$ cat config.mk
export PLATFORM = sky130hd
export DESIGN_NAME = rtf_text_escape_encoder
export DESIGN_NICKNAME = d
export VERILOG_FILES = /design/src/design/rtfesc_pkg.sv /design/src/design/rtfesc_classify.sv /design/src/design/rtfesc_digit.sv /design/src/design/rtfesc_serial.sv /design/src/design/rtf_text_escape_encoder.sv
export VERILOG_INCLUDE_DIRS = /design/src /design/src/design
export SDC_FILE = /design/constraint.sdc
export NUM_CORES = 1
export LEC_CHECK = 0
export BUFFER_PORTS_ARGS = -buffer_cell sky130_fd_sc_hd__buf_2
export CORE_MARGIN = 4
export CORE_UTILIZATION = 50
export CTS_BUF_LIST = sky130_fd_sc_hd__clkbuf_8
export CTS_CLUSTER_DIAMETER = 200
export DETAILED_ROUTE_END_ITERATION = 10
export GPL_TIMING_DRIVEN = 0
export PLACE_DENSITY = 0.68
export SETUP_SLACK_MARGIN = 0.5
export SLEW_MARGIN = 10
export SYNTH_ARGS = -nofsm -noshare
export SYNTH_HDL_FRONTEND = slang
export SYNTH_SLANG_ARGS = --single-unit
$ cat constraint.sdc
create_clock -name clock -period 10.2 [get_ports clock]
set_clock_uncertainty 0.05 [all_clocks]
set_input_delay 0.51 -clock clock [delete_from_list [all_inputs] [get_ports clock]]
set_output_delay 0.51 -clock clock [all_outputs]
set_load 0.005 [all_outputs]
$ cat src/design/rtf_text_escape_encoder_macros.svh
`ifndef RTF_TEXT_ESCAPE_ENCODER_MACROS_SVH
`define RTF_TEXT_ESCAPE_ENCODER_MACROS_SVH

`ifndef SYNTHESIS
`define RTFESC_ASSERT_SAME(label, clk, rst, ante, cons) \
   label: assert property (@(posedge clk) disable iff (rst) (ante) |-> (cons)) \
      else $error("rtfesc check failed");
`define RTFESC_ASSERT_NEXT(label, clk, rst, ante, cons) \
   label: assert property (@(posedge clk) disable iff (rst) (ante) |=> (cons)) \
      else $error("rtfesc check failed");
`else
`define RTFESC_ASSERT_SAME(label, clk, rst, ante, cons)
`define RTFESC_ASSERT_NEXT(label, clk, rst, ante, cons)
`endif

`endif

$ cat src/design/rtfesc_pkg.sv
`default_nettype none
package rtfesc_pkg;

   localparam int MaxBytes   = 11;
   localparam int CountWidth = 4;
   localparam int NumDigits  = 5;
   localparam int DivShift   = 19;
   localparam logic [15:0] DivMul = 16'd52429;

   localparam logic [15:0] CODE_TAB         = 16'h0009;
   localparam logic [15:0] CODE_BACKSLASH   = 16'h005C;
   localparam logic [15:0] CODE_LBRACE      = 16'h007B;
   localparam logic [15:0] CODE_RBRACE      = 16'h007D;
   localparam logic [15:0] CODE_ASCII_MAX   = 16'd127;
   localparam logic [15:0] CODE_NBSP        = 16'h00A0;
   localparam logic [15:0] CODE_SHY         = 16'h00AD;
   localparam logic [15:0] CODE_ENDASH      = 16'h2013;
   localparam logic [15:0] CODE_EMDASH      = 16'h2014;
   localparam logic [15:0] CODE_LQUOTE      = 16'h2018;
   localparam logic [15:0] CODE_RQUOTE      = 16'h2019;
   localparam logic [15:0] CODE_LDBLQUOTE   = 16'h201C;
   localparam logic [15:0] CODE_RDBLQUOTE   = 16'h201D;

   localparam logic [7:0] CHAR_BACKSLASH = 8'h5C;
   localparam logic [7:0] CHAR_TILDE     = 8'h7E;
   localparam logic [7:0] CHAR_HYPHEN    = 8'h2D;
   localparam logic [7:0] CHAR_U         = 8'h75;
   localparam logic [7:0] CHAR_QUESTION  = 8'h3F;
   localparam logic [7:0] CHAR_ZERO      = 8'h30;

   typedef enum logic [1:0] {
      KIND_LIT,
      KIND_ESC,
      KIND_WORD,
      KIND_UNI
   } kind_type;

   typedef enum logic [2:0] {
      WORD_TAB,
      WORD_EMDASH,
      WORD_ENDASH,
      WORD_LQUOTE,
      WORD_RQUOTE,
      WORD_LDBLQUOTE,
      WORD_RDBLQUOTE
   } word_type;

   typedef logic [MaxBytes-1:0][7:0] byte_vec_type;

   typedef struct packed {
      kind_type                   kind;
      word_type                   word;
      logic                       neg;
      logic [7:0]                 lit;
      logic [15:0]                rem;
      logic [NumDigits-1:0][3:0]  digits;
   } item_type;

   function automatic logic [8*MaxBytes-1:0] word_text(input word_type w);
      logic [8*MaxBytes-1:0] t;
      unique case (w)
         WORD_TAB:       t = {"\\tab ", 48'h0};
         WORD_EMDASH:    t = {"\\emdash ", 24'h0};
         WORD_ENDASH:    t = {"\\endash ", 24'h0};
         WORD_LQUOTE:    t = {"\\lquote ", 24'h0};
         WORD_RQUOTE:    t = {"\\rquote ", 24'h0};
         WORD_LDBLQUOTE: t = "\\ldblquote ";
         WORD_RDBLQUOTE: t = "\\rdblquote ";
         default:        t = '0;
      endcase
      return t;
   endfunction

   function automatic logic [CountWidth-1:0] word_len(input word_type w);
      logic [CountWidth-1:0] n;
      unique case (w)
         WORD_TAB:       n = 4'd5;
         WORD_EMDASH:    n = 4'd8;
         WORD_ENDASH:    n = 4'd8;
         WORD_LQUOTE:    n = 4'd8;
         WORD_RQUOTE:    n = 4'd8;
         WORD_LDBLQUOTE: n = 4'd11;
         WORD_RDBLQUOTE: n = 4'd11;
         default:        n = 4'd1;
      endcase
      return n;
   endfunction

endpackage
`default_nettype wire

$ cat src/design/rtfesc_classify.sv
`default_nettype none
module rtfesc_classify
   import rtfesc_pkg::*;
(
   input  wire logic        clock,
   input  wire logic        reset,
   input  wire logic        advance,
   input  wire logic        in_valid,
   input  wire logic [15:0] code,
   output item_type         item_out,
   output logic             valid_out
);

   item_type item_ff, item_in;
   logic     valid_ff;

   always_comb begin
      item_in        = '0;
      item_in.kind   = KIND_LIT;
      item_in.word   = WORD_TAB;
      item_in.lit    = code[7:0];
      item_in.neg    = code[15];
      item_in.rem    = code[15] ? 16'(~code + 16'd1) : code;
      item_in.digits = '0;
      priority if (code == CODE_BACKSLASH || code == CODE_LBRACE || code == CODE_RBRACE) begin
         item_in.kind = KIND_ESC;
      end else if (code == CODE_TAB) begin
         item_in.kind = KIND_WORD;
         item_in.word = WORD_TAB;
      end else if (code == CODE_NBSP) begin
         item_in.kind = KIND_ESC;
         item_in.lit  = CHAR_TILDE;
      end else if (code == CODE_SHY) begin
         item_in.kind = KIND_ESC;
         item_in.lit  = CHAR_HYPHEN;
      end else if (code == CODE_EMDASH) begin
         item_in.kind = KIND_WORD;
         item_in.word = WORD_EMDASH;
      end else if (code == CODE_ENDASH) begin
         item_in.kind = KIND_WORD;
         item_in.word = WORD_ENDASH;
      end else if (code == CODE_LQUOTE) begin
         item_in.kind = KIND_WORD;
         item_in.word = WORD_LQUOTE;
      end else if (code == CODE_RQUOTE) begin
         item_in.kind = KIND_WORD;
         item_in.word = WORD_RQUOTE;
      end else if (code == CODE_LDBLQUOTE) begin
         item_in.kind = KIND_WORD;
         item_in.word = WORD_LDBLQUOTE;
      end else if (code == CODE_RDBLQUOTE) begin
         item_in.kind = KIND_WORD;
         item_in.word = WORD_RDBLQUOTE;
      end else if (code > CODE_ASCII_MAX) begin
         item_in.kind = KIND_UNI;
      end else begin
         item_in.kind = KIND_LIT;
      end
   end

   always_ff @(posedge clock) begin
      if (reset) begin
         valid_ff <= 1'b0;
      end else if (advance) begin
         valid_ff <= in_valid;
      end
   end

   always_ff @(posedge clock) begin
      if (advance) begin
         item_ff <= item_in;
      end
   end

   assign item_out  = item_ff;
   assign valid_out = valid_ff;

endmodule
`default_nettype wire

$ cat src/design/rtfesc_digit.sv
`default_nettype none
module rtfesc_digit
   import rtfesc_pkg::*;
(
   input  wire logic clock,
   input  wire logic reset,
   input  wire logic advance,
   input  wire logic in_valid,
   input  item_type  item_in_d,
   output item_type  item_out,
   output logic      valid_out
);

   item_type    item_ff, item_in;
   logic        valid_ff;
   logic [31:0] prod;
   logic [15:0] quot;
   logic [15:0] tenfold;
   logic [3:0]  digit;

   always_comb begin
      prod    = item_in_d.rem * DivMul;
      quot    = 16'(prod >> DivShift);
      tenfold = 16'((quot << 3) + (quot << 1));
      digit   = 4'(item_in_d.rem - tenfold);
      item_in = item_in_d;
      item_in.rem    = quot;
      item_in.digits = {digit, item_in_d.digits[NumDigits-1:1]};
   end

   always_ff @(posedge clock) begin
      if (reset) begin
         valid_ff <= 1'b0;
      end else if (advance) begin
         valid_ff <= in_valid;
      end
   end

   always_ff @(posedge clock) begin
      if (advance) begin
         item_ff <= item_in;
      end
   end

   assign item_out  = item_ff;
   assign valid_out = valid_ff;

endmodule
`default_nettype wire

$ cat src/design/rtfesc_serial.sv
`default_nettype none
module rtfesc_serial
   import rtfesc_pkg::*;
(
   input  wire logic  clock,
   input  wire logic  reset,
   input  wire logic  load,
   input  item_type   item,
   output logic       load_ok,
   output logic       strobe,
   output logic [7:0] out_byte,
   output logic       run_end
);

   byte_vec_type          buf_ff, buf_in, arr;
   logic [CountWidth-1:0] count_ff, count_in, len;
   logic [2:0]            ndig;
   logic [CountWidth-1:0] base;
   logic [2:0]            sel;
   logic [8*MaxBytes-1:0] text;

   always_comb begin
      arr  = '0;
      len  = 4'd1;
      text = word_text(item.word);
      sel  = '0;
      priority if (item.digits[4] != 4'd0) begin
         ndig = 3'd5;
      end else if (item.digits[3] != 4'd0) begin
         ndig = 3'd4;
      end else if (item.digits[2] != 4'd0) begin
         ndig = 3'd3;
      end else if (item.digits[1] != 4'd0) begin
         ndig = 3'd2;
      end else begin
         ndig = 3'd1;
      end
      base = 4'd2 + {3'd0, item.neg};
      unique case (item.kind)
         KIND_LIT: begin
            arr[0] = item.lit;
            len    = 4'd1;
         end
         KIND_ESC: begin
            arr[0] = CHAR_BACKSLASH;
            arr[1] = item.lit;
            len    = 4'd2;
         end
         KIND_WORD: begin
            for (int i = 0; i < MaxBytes; i++) begin
               arr[i] = text[8*(MaxBytes-i)-1 -: 8];
            end
            len = word_len(item.word);
         end
         KIND_UNI: begin
            arr[0] = CHAR_BACKSLASH;
            arr[1] = CHAR_U;
            if (item.neg) begin
               arr[2] = CHAR_HYPHEN;
            end
            for (int j = 0; j < NumDigits; j++) begin
               if (3'(j) < ndig) begin
                  sel = 3'(ndig - 3'(j) - 3'd1);
                  arr[base + 4'(j)] = CHAR_ZERO + {4'd0, item.digits[sel]};
               end
            end
            arr[base + {1'b0, ndig}] = CHAR_QUESTION;
            len = base + {1'b0, ndig} + 4'd1;
         end
         default: begin
            arr[0] = item.lit;
            len    = 4'd1;
         end
      endcase
   end

   always_comb begin
      if (load) begin
         buf_in   = arr;
         count_in = len;
      end else begin
         buf_in   = {8'd0, buf_ff[MaxBytes-1:1]};
         count_in = (count_ff != '0) ? count_ff - 4'd1 : count_ff;
      end
   end

   always_ff @(posedge clock) begin
      if (reset) begin
         count_ff <= '0;
      end else begin
         count_ff <= count_in;
      end
   end

   always_ff @(posedge clock) begin
      buf_ff <= buf_in;
   end

   assign load_ok  = (count_ff <= 4'd1);
   assign strobe   = (count_ff != '0);
   assign out_byte = buf_ff[0];
   assign run_end  = (count_ff == 4'd1);

endmodule
`default_nettype wire

$ cat src/design/rtf_text_escape_encoder.sv
// Channel   Ports                                  Handshake
// request   start, busy, req_code_unit             taken when start && !busy
// response  rsp_strobe, rsp_out_byte, rsp_run_end  one byte per strobe cycle, no stall
//
// A request reaches the first byte of its run through a classify stage, five
// digit stages (one decimal digit each via reciprocal multiply) and the byte shifter.
// The shifter sends one byte a cycle; a request's run has 1 to 11 bytes, and
// runs of one byte sustain one request a cycle.
// busy rises while the last pipeline stage holds a request and the shifter
// still has two or more bytes to send; the whole pipeline then holds.
// Synchronous reset clears the valid bits and the shifter count.
`default_nettype none
`include "rtf_text_escape_encoder_macros.svh"
module rtf_text_escape_encoder
   import rtfesc_pkg::*;
(
   input  wire logic        clock,
   input  wire logic        reset,
   input  wire logic        start,
   output logic             busy,
   input  wire logic [15:0] req_code_unit,
   output logic             rsp_strobe,
   output logic [7:0]       rsp_out_byte,
   output logic             rsp_run_end
);

   item_type stage_item  [NumDigits+1];
   logic     stage_valid [NumDigits+1];
   logic     advance;
   logic     load_ok;

   assign advance = load_ok || !stage_valid[NumDigits];
   assign busy    = !advance;

   rtfesc_classify u_classify (
      .clock     (clock),
      .reset     (reset),
      .advance   (advance),
      .in_valid  (start),
      .code      (req_code_unit),
      .item_out  (stage_item[0]),
      .valid_out (stage_valid[0])
   );

   for (genvar g = 0; g < NumDigits; g++) begin : g_digit
      rtfesc_digit u_digit (
         .clock     (clock),
         .reset     (reset),
         .advance   (advance),
         .in_valid  (stage_valid[g]),
         .item_in_d (stage_item[g]),
         .item_out  (stage_item[g+1]),
         .valid_out (stage_valid[g+1])
      );
   end

   rtfesc_serial u_serial (
      .clock    (clock),
      .reset    (reset),
      .load     (advance && stage_valid[NumDigits]),
      .item     (stage_item[NumDigits]),
      .load_ok  (load_ok),
      .strobe   (rsp_strobe),
      .out_byte (rsp_out_byte),
      .run_end  (rsp_run_end)
   );

   `RTFESC_ASSERT_SAME(a_busy_mid_run, clock, reset, busy, rsp_strobe && !rsp_run_end)
   `RTFESC_ASSERT_NEXT(a_busy_keeps_run, clock, reset, busy, rsp_strobe)
   `RTFESC_ASSERT_NEXT(a_run_unbroken, clock, reset, rsp_strobe && !rsp_run_end, rsp_strobe)

endmodule
`default_nettype wire

# [After elaboration in Yosys (flattened, before gate mapping)]
# Cells that the tools add are included.
[word_totals] register_bits=292 latch_bits=0 ramBits=0 mem_bits_ro=0 word_cells=247 n_memories=0
[op_classes] n_addsub=32 multipliers=5 n_div=0 order_cmp=24 eq_ne=22 shifts=0 muxes=70 n_bitwise=4 reduce_logical=25
[op_table] operator="88-bit two-way mux" count=10
[op_table] operator="87-bit case mux with 7 select lines" count=1
[op_table] operator="88-bit bitwise mux" count=5
[op_table] operator="8-bit demux with 4-bit select" count=6
[op_table] operator="72-bit case mux with 2 select lines" count=1
[op_table] operator="16-bit by 14-bit equality test with 1-bit output (second input constant)" count=6
[op_table] operator="8-bit two-way mux" count=11
[op_table] operator="80-bit two-way mux" count=1
[op_table] operator="66-bit OR" count=1
[op_table] operator="4-bit binary-select mux with 3-bit select" count=5
[op_table] operator="16-bit by 7-bit equality test with 1-bit output (second input constant)" count=3
[op_table] operator="6-bit by 4-bit adder with 7-bit output (first input constant)" count=5
[op_table] operator="16-bit by 8-bit equality test with 1-bit output (second input constant)" count=2
[op_table] operator="16-bit by 16-bit multiplier with 32-bit output (second input constant)" count=1
[op_table] operator="8-bit case mux with 4 select lines" count=1
[op_table] operator="4-bit by 5-bit less-than comparator with 1-bit output (second input constant)" count=6
[op_table] operator="5-bit two-way mux" count=6
[op_table] operator="13-bit by 16-bit multiplier with 29-bit output (second input constant)" count=1
[op_table] operator="4-bit two-way mux" count=7
[op_table] operator="10-bit by 16-bit multiplier with 26-bit output (second input constant)" count=1
[op_table] operator="4-bit by 1-bit >= comparator with 1-bit output (second input constant)" count=6
[op_table] operator="8-bit case mux with 3 select lines" count=1
[op_table] operator="7-bit by 16-bit multiplier with 23-bit output (second input constant)" count=1
[op_table] operator="22-bit bitwise AND" count=1
[op_table] operator="other kinds (45)" count=93

# [Logic depth before layout (Yosys ltp)]
# Gate-level depths: netlist of run 1.
[logic_depth] ltp_word=27 ltp_mapped=23 depth_no_buf=23

# [Hierarchy]
# Synthesis of run 1 repeated with hierarchy kept, for this count alone.
[hier_totals] cells_unflattened=3402 area_unflattened_um2=36631.4
[modules_own_cells] mod="rtfesc_digit (g_digit[1].u_digit ...)" n_inst=2 cells_each=556 area_each_um2=6173.4 seq_area_each_um2=1431.4
[modules_own_cells] mod="rtfesc_digit (g_digit[3].u_digit)" n_inst=1 cells_each=574 area_each_um2=6317.3 seq_area_each_um2=1431.4
[modules_own_cells] mod="rtfesc_digit (g_digit[0].u_digit)" n_inst=1 cells_each=519 area_each_um2=5975.7 seq_area_each_um2=1431.4
[modules_own_cells] mod="rtfesc_digit (g_digit[4].u_digit)" n_inst=1 cells_each=495 area_each_um2=5875.6 seq_area_each_um2=1431.4
[modules_own_cells] mod="rtfesc_serial" n_inst=1 cells_each=552 area_each_um2=4336.7 seq_area_each_um2=1481.4
[modules_own_cells] mod="rtfesc_classify" n_inst=1 cells_each=147 area_each_um2=1756.7 seq_area_each_um2=920.9
[modules_own_cells] mod="rtf_text_escape_encoder" n_inst=1 cells_each=3 area_each_um2=22.5 seq_area_each_um2=0.0

# [Least setup slack after synthesis of run 1]
# OpenSTA, ideal clock, no wires.
[synth_path] path_kind="reg2out" start="register u_serial.count_ff[0]" end="output port busy" t_arrival_ns=7.024 slack_ns=2.616 path_stages_with_launch=7 n_path_buf=1 cell_sequence="dfxtp_1 > inv_1 > ha_1 > o21a_1 > nand2b_1 > clkbuf_1 > inv_1"
[synth_between] elab_chain_cells=3
[synth_lines] element="start, declared" line_no="rtfesc_serial.sv:16" rtl="logic [CountWidth-1:0] count_ff, count_in, len;"
[synth_lines] element="start signal, assigned" line_no="rtfesc_serial.sv:91" rtl="count_ff <= count_in;"
[synth_lines] element="4-bit by 1-bit <= comparator with 1-bit output" line_no="rtfesc_serial.sv:99" rtl="assign load_ok = (count_ff <= 4'd1);"
[synth_lines] element="1-bit logical OR" line_no="rtf_text_escape_encoder.sv:32" rtl="assign advance = load_ok || !stage_valid[NumDigits];"
[synth_lines] element="1-bit zero test" line_no="rtf_text_escape_encoder.sv:33" rtl="assign busy = !advance;"
[synth_lines] element="end, declared" line_no="rtf_text_escape_encoder.sv:20" rtl="output logic busy,"
# Every way passes these cells.

# [Worst setup path after layout of run 1]
[layout_path] start="register u_classify.item_ff (netlist bit u_classify.item_out[23])" end="register g_digit[0].u_digit.item_ff (netlist bit g_digit[0].u_digit.item_out[19]) (data pin)"
[layout_between] elab_chain_cells=3
[layout_lines] element="start, declared" line_no="rtfesc_classify.sv:14" rtl="item_type item_ff, item_in;"
[layout_lines] element="start signal, assigned" line_no="rtfesc_classify.sv:71" rtl="item_ff <= item_in;"
[layout_lines] element="16-bit by 16-bit multiplier with 32-bit output" line_no="rtfesc_digit.sv:22" rtl="prod = item_in_d.rem * DivMul;"
[layout_lines] element="via g_digit[0].u_digit.prod[20]" line_no="rtfesc_digit.sv:16" rtl="logic [31:0] prod;"
[layout_lines] element="4-bit adder" line_no="rtfesc_digit.sv:24" rtl="tenfold = 16'((quot << 3) + (quot << 1));"
[layout_lines] element="4-bit subtractor" line_no="rtfesc_digit.sv:25" rtl="digit = 4'(item_in_d.rem - tenfold);"
[layout_lines] element="via g_digit[0].u_digit.digit[3]" line_no="rtfesc_digit.sv:19" rtl="logic [3:0] digit;"
[layout_lines] element="end signal, assigned" line_no="rtfesc_digit.sv:41" rtl="item_ff <= item_in;"
[layout_lines] element="end, declared" line_no="rtfesc_digit.sv:14" rtl="item_type item_ff, item_in;"
# The timed path passes the listed nets, and every way through them passes these cells.
# A chain may end at the register's enable or synchronous reset.

==> metrics, run 1 <==
status complete, no violations; predominant post-synthesis flop cell edfxtp_1; Hold Path Stages 3; antenna violations before repair 2; CTS Buf Count 43; most used cell, CP fa_1; R2R setup slack 3.38 ns; Worst EP required 10.46 ns; Final TNS setup 0 ns; synthesized cell area 0.0215 mm²; worst-margin pin slew 0.795 ns; critical path endpoint category flip-flop; dpl ws 3.42 ns; Yosys top cell by area edfxtp_1; Synth warnings 0; vias after detailed routing 14000; Yosys top cell area share 27.1%; Pre-antenna DRT Iters 7; die height 216 µm; slowest CP cell edfxtp_1; hpwl dp 33900 µm; Residual DRC 0; Buf/Inv on CP 4; Routed WL 42300 µm; fin. max-slew vios 0; TritonCTS Sinks 274; gr usage total 18.3%; Critical Setup Path Class flip-flop to flip-flop; CTS tree yes; syn_nets 2509; Final period util 66.9%; DIE AREA 0.0464 mm²; DRT antenna net count 0; max incr delay on CP 0.55 ns; largest net degree at the start of global routing 63; Placer Congestion 0.884; HP Start start; CP delay by family, top adder cells; Initial Utilization 51.0%; post-synthesis register bit count 274; Final Instance Area 0.0233 mm²; DR WL/cell 16.3 µm; # hold bufs at CTS 0; FFs w/ async S/R, synth 0%; Cell Rows 75; Bufs on Longest Clock Path 3; post-synth cell types 73; number of synthesized flops with an enable pin 194; RSZ-0062 raised after global routing no; Final nets 2583; clk_lat worst skew 0.58 ns; R2R Path End g_digit[0].u_digit.item_out[19]; Core Util, Final 55.3%; Worst-path clk slew 0.07 ns; width of the die 216 µm; post-CTS sizing 0; via/cell ratio 5.38; Final setup viols 0; global-route wire length before repair 70700 µm; crit path launch type flip-flop; IO Pins 30; Hold EP u_classify.valid_out; Peak Freq 0.147 GHz; fin worst setup slack 3.38 ns; GR Overflow Total 0; Synth area leaders edfxtp_1 (27%), ha_1 (22%), fa_1 (16%); Core ar. 0.0422 mm²; mean post-synth cell area 11.0 µm²; max cap viols 0; Worst Path Arrival 7.09 ns; Hold Vio Cnt, Final 0; Syn Inst Count 1952; sequential share of the synthesized area 34.5%; vias in the first global route 14400; CP max FO 6; Cell Area, Placed 0.0224 mm²; share of layout cells above drive strength 1 6.41%; crit-path cells ha_1, inv_1, fa_1, inv_1, fa_1, fa_1, fa_1, inv_1, fa_1, inv_1, ha_1, nand3_1, nor2_1, a211o_1, a31oi_1, nor2_1, xor2_1, ha_1, nand2_1, nand3_1, xnor3_1; Root Driver clkbuf_8; DRT iter0 DRCs 814; CTS H-Tree Depth 2; Post-CTS Setup Inserts 0; fin crit period 6.82 ns; Area growth syn-to-layout 8.44%; Slew HR 46.6%; Reg2Reg Depth 21; worst reg2reg startpoint u_classify.item_out[23]; Port Buffers 26; Hold Path Class input port to flip-flop
## tightest hold or removal path, delay by kind of cell
kind	cells	cell delay (ns)
compound gates	1	0.05
simple gates	1	0.05
buf+inv	1	0.09
## logic make-up (layout without fill, tap and decap cells)
| logic type | after synthesis | in the layout | synth area share [%] |
|---|---|---|---|
| xor+xnor | 85 | 85 | 3.65 |
| flops | 274 | 274 | 34.5 |
| compound gates | 286 | 286 | 8.78 |
| simple gates | 316 | 316 | 6.95 |
| mux | 12 | 12 | 1.09 |
| other cells | 0 | 2 | 0 |
| buf+inv | 441 | 549 | 7.90 |
| fa+ha+maj | 538 | 538 | 37.1 |
## metrics by stage
| stage | std cells | hold slack (ns) |
|---|---|---|
| 2_1_floorplan | 1952 | 0.342 |
| 3_3_place_gp | 2517 | 0.350 |
| 3_5_place_dp | 2520 | 0.355 |
| 4_1_cts | 2599 | 0.0831 |
| 5_1_grt | 2600 | 0.110 |
| 6_report | 2601 | 0.132 |
## synthesized netlist by cell type, types with 10 or more instances
cell and count:
xnor2_1 54, nand2b_1 11, xor2_1 28, a21oi_1 80
inv_1 396, nand2_1 113, o21ai_0 35, and3_1 10
edfxtp_1 194, o31ai_1 16, fa_1 168, nor2_1 78
clkbuf_1 31, a21o_1 30, or2_2 10, nor3_1 14
o21ai_1 13, nand3_1 26, dfxtp_1 80, ha_1 370
a31oi_1 12
## area by class of cell
class,instances,area (µm²)
fill,3580,18900
multi-input combinational,1237,12400
sequential,274,7430
inverter,397,1490
tap,539,674
clock buffer,48,661
clock inverter,31,260
buffer,44,215
timing repair buffer,29,213
antenna,2,5.00
## cell usage in the layout, fill, tap and decap left out, types with 13 or more instances in the layout
master,n
edfxtp_1,194
fa_1,168
a21oi_1,80
inv_1,408
xnor2_1,54
nor2_1,78
nor3_1,14
ha_1,370
clkbuf_1,30
nand2_1,113
o21ai_0,35
nand3_1,26
buf_2,27
a21o_1,30
o21ai_1,13
xor2_1,28
o31ai_1,16
clkbuf_8,48
dfxtp_1,80
## worst max-delay path by stage
stage | end | start | slack (ns) | depth (start not counted)
3_3_place_gp | busy | u_serial.count_ff[0] | 0.05 | 7
6_report | g_digit[0].u_digit.item_out[19] | u_classify.item_out[23] | 3.38 | 21
2_1_floorplan | busy | u_serial.count_ff[0] | 2.62 | 6
4_1_cts | g_digit[0].u_digit.item_out[19] | u_classify.item_out[23] | 3.41 | 21
5_1_grt | g_digit[0].u_digit.item_out[19] | u_classify.item_out[23] | 3.09 | 21
3_5_place_dp | g_digit[0].u_digit.item_out[19] | u_classify.item_out[23] | 3.42 | 21
## sequential cells by signal, summed over array words and instances, names as in the netlist
signal / flops
u_serial.out_byte: 8
u_serial.count_ff: 4
u_classify.item_out: 30
g_digit.u_digit.item_out: 164
u_classify.valid_out: 1
g_digit.u_digit.valid_out: 5
u_serial.buf_ff: 62
## metal layers
layer,vias to the layer above,global-route usage [%],wire length (µm)
li1,6773,-,-
met5,-,0,0
met3,90,3.04,1990
met1,6781,25.0,19100
met2,349,30.5,20200
met4,0,5.20,1130
Power of run 1 is not shown: default switching activity piles up to over one toggle a cycle in this logic, so the estimate is an artifact.
==> inputs of run 2 (changes only) <==
Clock period 10.2 ns to 7.1 ns, I/O delays scaled along.
==> metrics, run 2 (synthesis gave the netlist of run 1 again) <==
CTS H-Tree Depth 2 (unchanged); Worst-path clk slew 0.07 ns (about the same); DR WL/cell 16.2 µm (was 16.3 µm); Routed WL 42300 µm (about the same); CP delay by family, top adder cells (unchanged); vias in the first global route 14600 (was 14400); GR Overflow Total 0 (unchanged); Multi-input gate area 0.0124 mm² (about the same); Buf/Inv on CP 4 (unchanged); Final TNS setup 0 ns (unchanged); CP max FO 5 (was 6); Area growth syn-to-layout 8.81% (was 8.44%); Critical Setup Path Class flip-flop to flip-flop (unchanged); Peak Freq 0.156 GHz (was 0.147 GHz); share of layout cells above drive strength 1 7.05% (was 6.41%); Final nets 2591 (was 2583); fin crit period 6.41 ns (was 6.82 ns); Filler Cells Inserted 3629 (was 3580); worst-margin pin slew 0.828 ns (was 0.795 ns); via/cell ratio 5.32 (was 5.38); gr usage total 18.4% (was 18.3%); commonest non-fill, non-tap cells in the layout inv_1 (405), ha_1 (369), edfxtp_1 (194), fa_1 (168), nand2_1 (113) (was inv_1 (408), ha_1 (370), edfxtp_1 (194), fa_1 (168), nand2_1 (113)); Final period util 90.2% (was 66.9%); IO Pins 30 (unchanged); hpwl dp 33600 µm (was 33900 µm); R2R setup slack 0.69 ns (was 3.38 ns); slowest CP cell fa_1 (was edfxtp_1); Hold Path Class input port to flip-flop (unchanged); Worst EP required 7.33 ns (was 10.46 ns); die height 216 µm (unchanged); DIE AREA 0.0464 mm² (unchanged); Worst Path Arrival 6.64 ns (was 7.09 ns); Placed Instances 2518 (was 2520); Core ar. 0.0422 mm² (unchanged); Port Buffers 26 (unchanged); Cell Rows 75 (unchanged); clk_lat worst skew 0.58 ns (about the same); register area 0.00743 mm² (unchanged); Pre-antenna DRT Iters 5 (was 7); most used cell, CP fa_1 (unchanged); Initial Utilization 51.0% (unchanged); vias after detailed routing 13900 (was 14000); Slew HR 44.4% (was 46.6%); status complete, no violations (unchanged); crit path launch type flip-flop (unchanged); antenna violations before repair 0 (was 2); CTS tree yes (unchanged); max cap viols 0 (unchanged); Final setup viols 0 (unchanged); crit-path cells ha_1, inv_1, fa_1, inv_1, fa_1, fa_1, fa_1, inv_1, fa_1, inv_1, ha_1, nand3_1, nor2_2, a211o_1, a31oi_4, nor2_2, xor2_2, ha_1, nand2_1, nand3_1, xnor3_1 (was ha_1, inv_1, fa_1, inv_1, fa_1, fa_1, fa_1, inv_1, fa_1, inv_1, ha_1, nand3_1, nor2_1, a211o_1, a31oi_1, nor2_1, xor2_1, ha_1, nand2_1, nand3_1, xnor3_1); Bufs on Longest Clock Path 3 (unchanged); RSZ-0062 raised after global routing no (unchanged); largest net degree at the start of global routing 117 (was 63); DRT iter0 DRCs 834 (was 814); Hold Vio Cnt, Final 0 (unchanged); DRT antenna net count 0 (unchanged); critical path endpoint category flip-flop (unchanged); max incr delay on CP 0.55 ns (about the same); max reg flops 164 (unchanged); diodes inserted 0 (was 2); Root Driver clkbuf_8 (unchanged); most common cell after layout, fill and taps aside inv_1 (unchanged); Placer Congestion 0.894 (was 0.884); Residual DRC 0 (unchanged); Non-Filler Instances 2610 (was 2601); global-route wire length before repair 71400 µm (was 70700 µm); fin. max-slew vios 0 (unchanged); CTS Buf Count 46 (was 43); TritonCTS Sinks 274 (unchanged); width of the die 216 µm (unchanged)
==> run 2: cell types whose count changed in the layout (fill, tap and decap cells not counted), moves of 3 or more <==
| cell | change |
|---|---|
| buf_4 | +4 |
| clkbuf_8 | +4 |
| clkinv_2 | +3 |
| clkinvlp_4 | +3 |
| dlygate4sd3_1 | +3 |
| inv_1 | -3 |
==> run 2: final timing paths <==
| check | start | endpoint | cells after the start |
|---|---|---|---|
| worst max-delay path | u_classify.item_out[26] | g_digit[0].u_digit.item_out[19] | 21 |
| worst min-delay path | req_code_unit[10] | u_classify.item_out[30] | 2 |
| worst max register to register | u_classify.item_out[26] | g_digit[0].u_digit.item_out[19] | 21 |
| worst min register to register | g_digit[0].u_digit.item_out[36] | g_digit[1].u_digit.item_out[36] | 0 |
==> run 2: layout make-up <==
| class | instances | area share, % |
|---|---|---|
| plain buffers | 44 | 0.945 |
| clock buffers | 51 | 3.00 |
| clock inverters | 34 | 1.08 |
| inverters | 397 | 6.36 |
| multi-input cells | 1237 | 53.1 |
| flip-flops and latches | 274 | 31.7 |
| well taps | 539 | 2.88 |
| repair buffers | 34 | 0.929 |
==> run 2: layer usage <==
metal	track usage, %	share of wire [%]
met1	25.6	46
met2	31.0	48
met3	2.42	4.0
met4	4.57	1.8
met5	0	0
==> run 2: stage by stage <==
stage	hold slack, ns	util (%)	cell area, µm²	worst slack [ns]
detailed placement	0.355	53.0	22400	0.384
finish	0.0890	55.5	23400	0.694
global placement	0.350	52.9	22300	0.393
CTS	0.0469	55.3	23400	0.505
global route	0.0587	55.5	23400	0.473
floorplan	0.342	-	21500	1.27
==> run 2: repair_timing <==
item | CTS | global route
pin swaps | 0 | 0
endpoints found under the hold margin | 3 | 0
setup buffers | 1 | 3
endpoints found under the setup margin | 1 | 1
cloned | 0 | 0
hold buffers | 3 | 0
resized for setup | 1 | 5
Power of run 2 is left out for the same reason.
==> inputs of run 3 (changes only) <==
Settings changed: BUFFER_PORTS_ARGS -buffer_cell sky130_fd_sc_hd__buf_2 to unset, CAP_MARGIN set to 20, DONT_BUFFER_PORTS set to 1, PLACE_DENSITY 0.68 to 0.67.
==> metrics, run 3 (synthesis gave the netlist of run 1 again) <==
Worst-path clk slew 0.06 ns (was 0.07 ns); Critical Setup Path Class flip-flop to flip-flop (unchanged); antenna violations before repair 0 (unchanged); Placer Congestion 0.894 (about the same); Residual DRC 0 (unchanged); Routed WL 43000 µm (was 42300 µm); Port Buffers 0 (was 26); DRT antenna net count 0 (unchanged); Worst Path Arrival 6.50 ns (was 6.64 ns); share of layout cells above drive strength 1 6.20% (was 7.05%); register area 0.00743 mm² (unchanged); Final nets 2583 (was 2591); CTS Buf Count 46 (unchanged); Peak Freq 0.160 GHz (was 0.156 GHz); R2R setup slack 0.84 ns (was 0.69 ns); fin crit period 6.26 ns (was 6.41 ns); DR WL/cell 16.5 µm (was 16.2 µm); GR Overflow Total 0 (unchanged); Filler Cells Inserted 3549 (was 3629); die height 216 µm (unchanged); TritonCTS Sinks 274 (unchanged); CP max FO 4 (was 5); diodes inserted 0 (unchanged); worst reg2reg startpoint u_classify.item_out[27] (was u_classify.item_out[26]); fin. max-slew vios 0 (unchanged); DRT iter0 DRCs 886 (was 834); largest net degree at the start of global routing 111 (was 117); Final TNS setup 0 ns (unchanged); Area growth syn-to-layout 9.35% (was 8.81%); R2R Path End g_digit[0].u_digit.item_out[19] (unchanged); commonest non-fill, non-tap cells in the layout inv_1 (409), ha_1 (366), edfxtp_1 (194), fa_1 (167), nand2_1 (113) (was inv_1 (405), ha_1 (369), edfxtp_1 (194), fa_1 (168), nand2_1 (113)); max reg flops 164 (unchanged); Multi-input gate area 0.0125 mm² (was 0.0124 mm²); Final period util 88.2% (was 90.2%); CP Capture Point g_digit[0].u_digit.item_out[19] (unchanged); crit path launch type flip-flop (unchanged); CP startpoint u_classify.item_out[27] (was u_classify.item_out[26]); vias in the first global route 14700 (was 14600); worst-margin pin slew 0.809 ns (was 0.828 ns); Bufs on Longest Clock Path 3 (unchanged); most common cell after layout, fill and taps aside inv_1 (unchanged); Core ar. 0.0422 mm² (unchanged); Slew HR 45.6% (was 44.4%); Cell Rows 75 (unchanged); CTS H-Tree Depth 2 (unchanged); max cap viols 0 (unchanged); Hold Vio Cnt, Final 0 (unchanged); Worst EP required 7.34 ns (was 7.33 ns); critical path endpoint category flip-flop (unchanged); Initial Utilization 51.0% (unchanged); Core Util, Final 55.7% (was 55.5%); CTS tree yes (unchanged); vias after detailed routing 14000 (was 13900); status complete, no violations (unchanged); Reg2Reg Depth 19 (was 21); Pre-antenna DRT Iters 6 (was 5); Root Driver clkbuf_8 (unchanged); Hold Path Class input port to flip-flop (unchanged); DIE AREA 0.0464 mm² (unchanged); Final setup viols 0 (unchanged); clk_lat worst skew 0.58 ns (about the same); via/cell ratio 5.39 (was 5.32); global-route wire length before repair 73200 µm (was 71400 µm); gr usage total 18.9% (was 18.4%); RSZ-0062 raised after global routing no (unchanged); hpwl dp 33900 µm (was 33600 µm); IO Pins 30 (unchanged); width of the die 216 µm (unchanged)
-- run 3: area by class of cell --
| class | instances | area share [%] |
|---|---|---|
| flip-flops and latches | 274 | 31.6 |
| repair buffers | 26 | 1.04 |
| clock inverters | 38 | 1.55 |
| plain buffers | 44 | 0.941 |
| inverters | 397 | 6.33 |
| well taps | 539 | 2.86 |
| multi-input cells | 1237 | 52.9 |
| clock buffers | 48 | 2.81 |
-- run 3: how the worst min path moves through the flow --
stage | startpoint | endpoint | slack (ns) | cells after the start
final | req_code_unit[7] | u_classify.item_out[43] | 0.05 | 1
after global routing | req_code_unit[7] | u_classify.item_out[43] | 0.005 | 1
after CTS | req_code_unit[7] | u_classify.item_out[43] | 0.006 | 1
after detailed placement | g_digit[0].u_digit.item_out[39] | g_digit[1].u_digit.item_out[39] | 0.35 | 0
after global placement | g_digit[2].u_digit.item_out[41] | g_digit[3].u_digit.item_out[41] | 0.35 | 0
after floorplan | u_serial.buf_ff[27] | u_serial.buf_ff[19] | 0.34 | 2
-- run 3: what timing repair did --
action	4_1_cts	5_1_grt
pin swaps	0	6
setup buffers	6	7
hold endpoints to repair	15	0
hold buffers	12	0
gates resized for setup	1	7
setup endpoints to repair	1	1
-- run 3: layer usage --
metal	part of all wire, %	routed length (µm)	track usage [%]	vias up
li1	-	-	-	6760
met3	5.2	2250	2.63	65
met1	44	19000	25.8	6853
met5	0	0	0	-
met2	49	21100	32.5	365
met4	1.6	692	4.06	0
-- run 3: worst max-delay path: stages, from the launching register on --
cell	delay (ns)
edfxtp_1	0.48
buf_4	0.20
ha_1	0.30
inv_1	0.10
fa_1	0.50
inv_1	0.05
fa_1	0.41
inv_1	0.10
fa_1	0.46
fa_1	0.54
inv_1	0.07
fa_2	0.62
ha_4	0.22
a211o_1	0.26
a211o_1	0.30
a31oi_4	0.23
nor2_1	0.12
a21oi_1	0.30
xnor2_1	0.21
xnor3_1	0.45
-- run 3: stage by stage --
| stage | setup slack (ns) | area, µm² | hold WS, ns | instances |
|---|---|---|---|---|
| final | 0.837 | 23500 | 0.0468 | 2603 |
| after global routing | 0.585 | 23500 | 0.00547 | 2603 |
| after CTS | 0.510 | 23400 | 0.00643 | 2596 |
| after detailed placement | 0.378 | 22200 | 0.355 | 2492 |
| after global placement | 0.360 | 22200 | 0.350 | 2491 |
| after floorplan | 1.27 | 21500 | 0.342 | 1952 |
Power of run 3 is left out for the same reason.
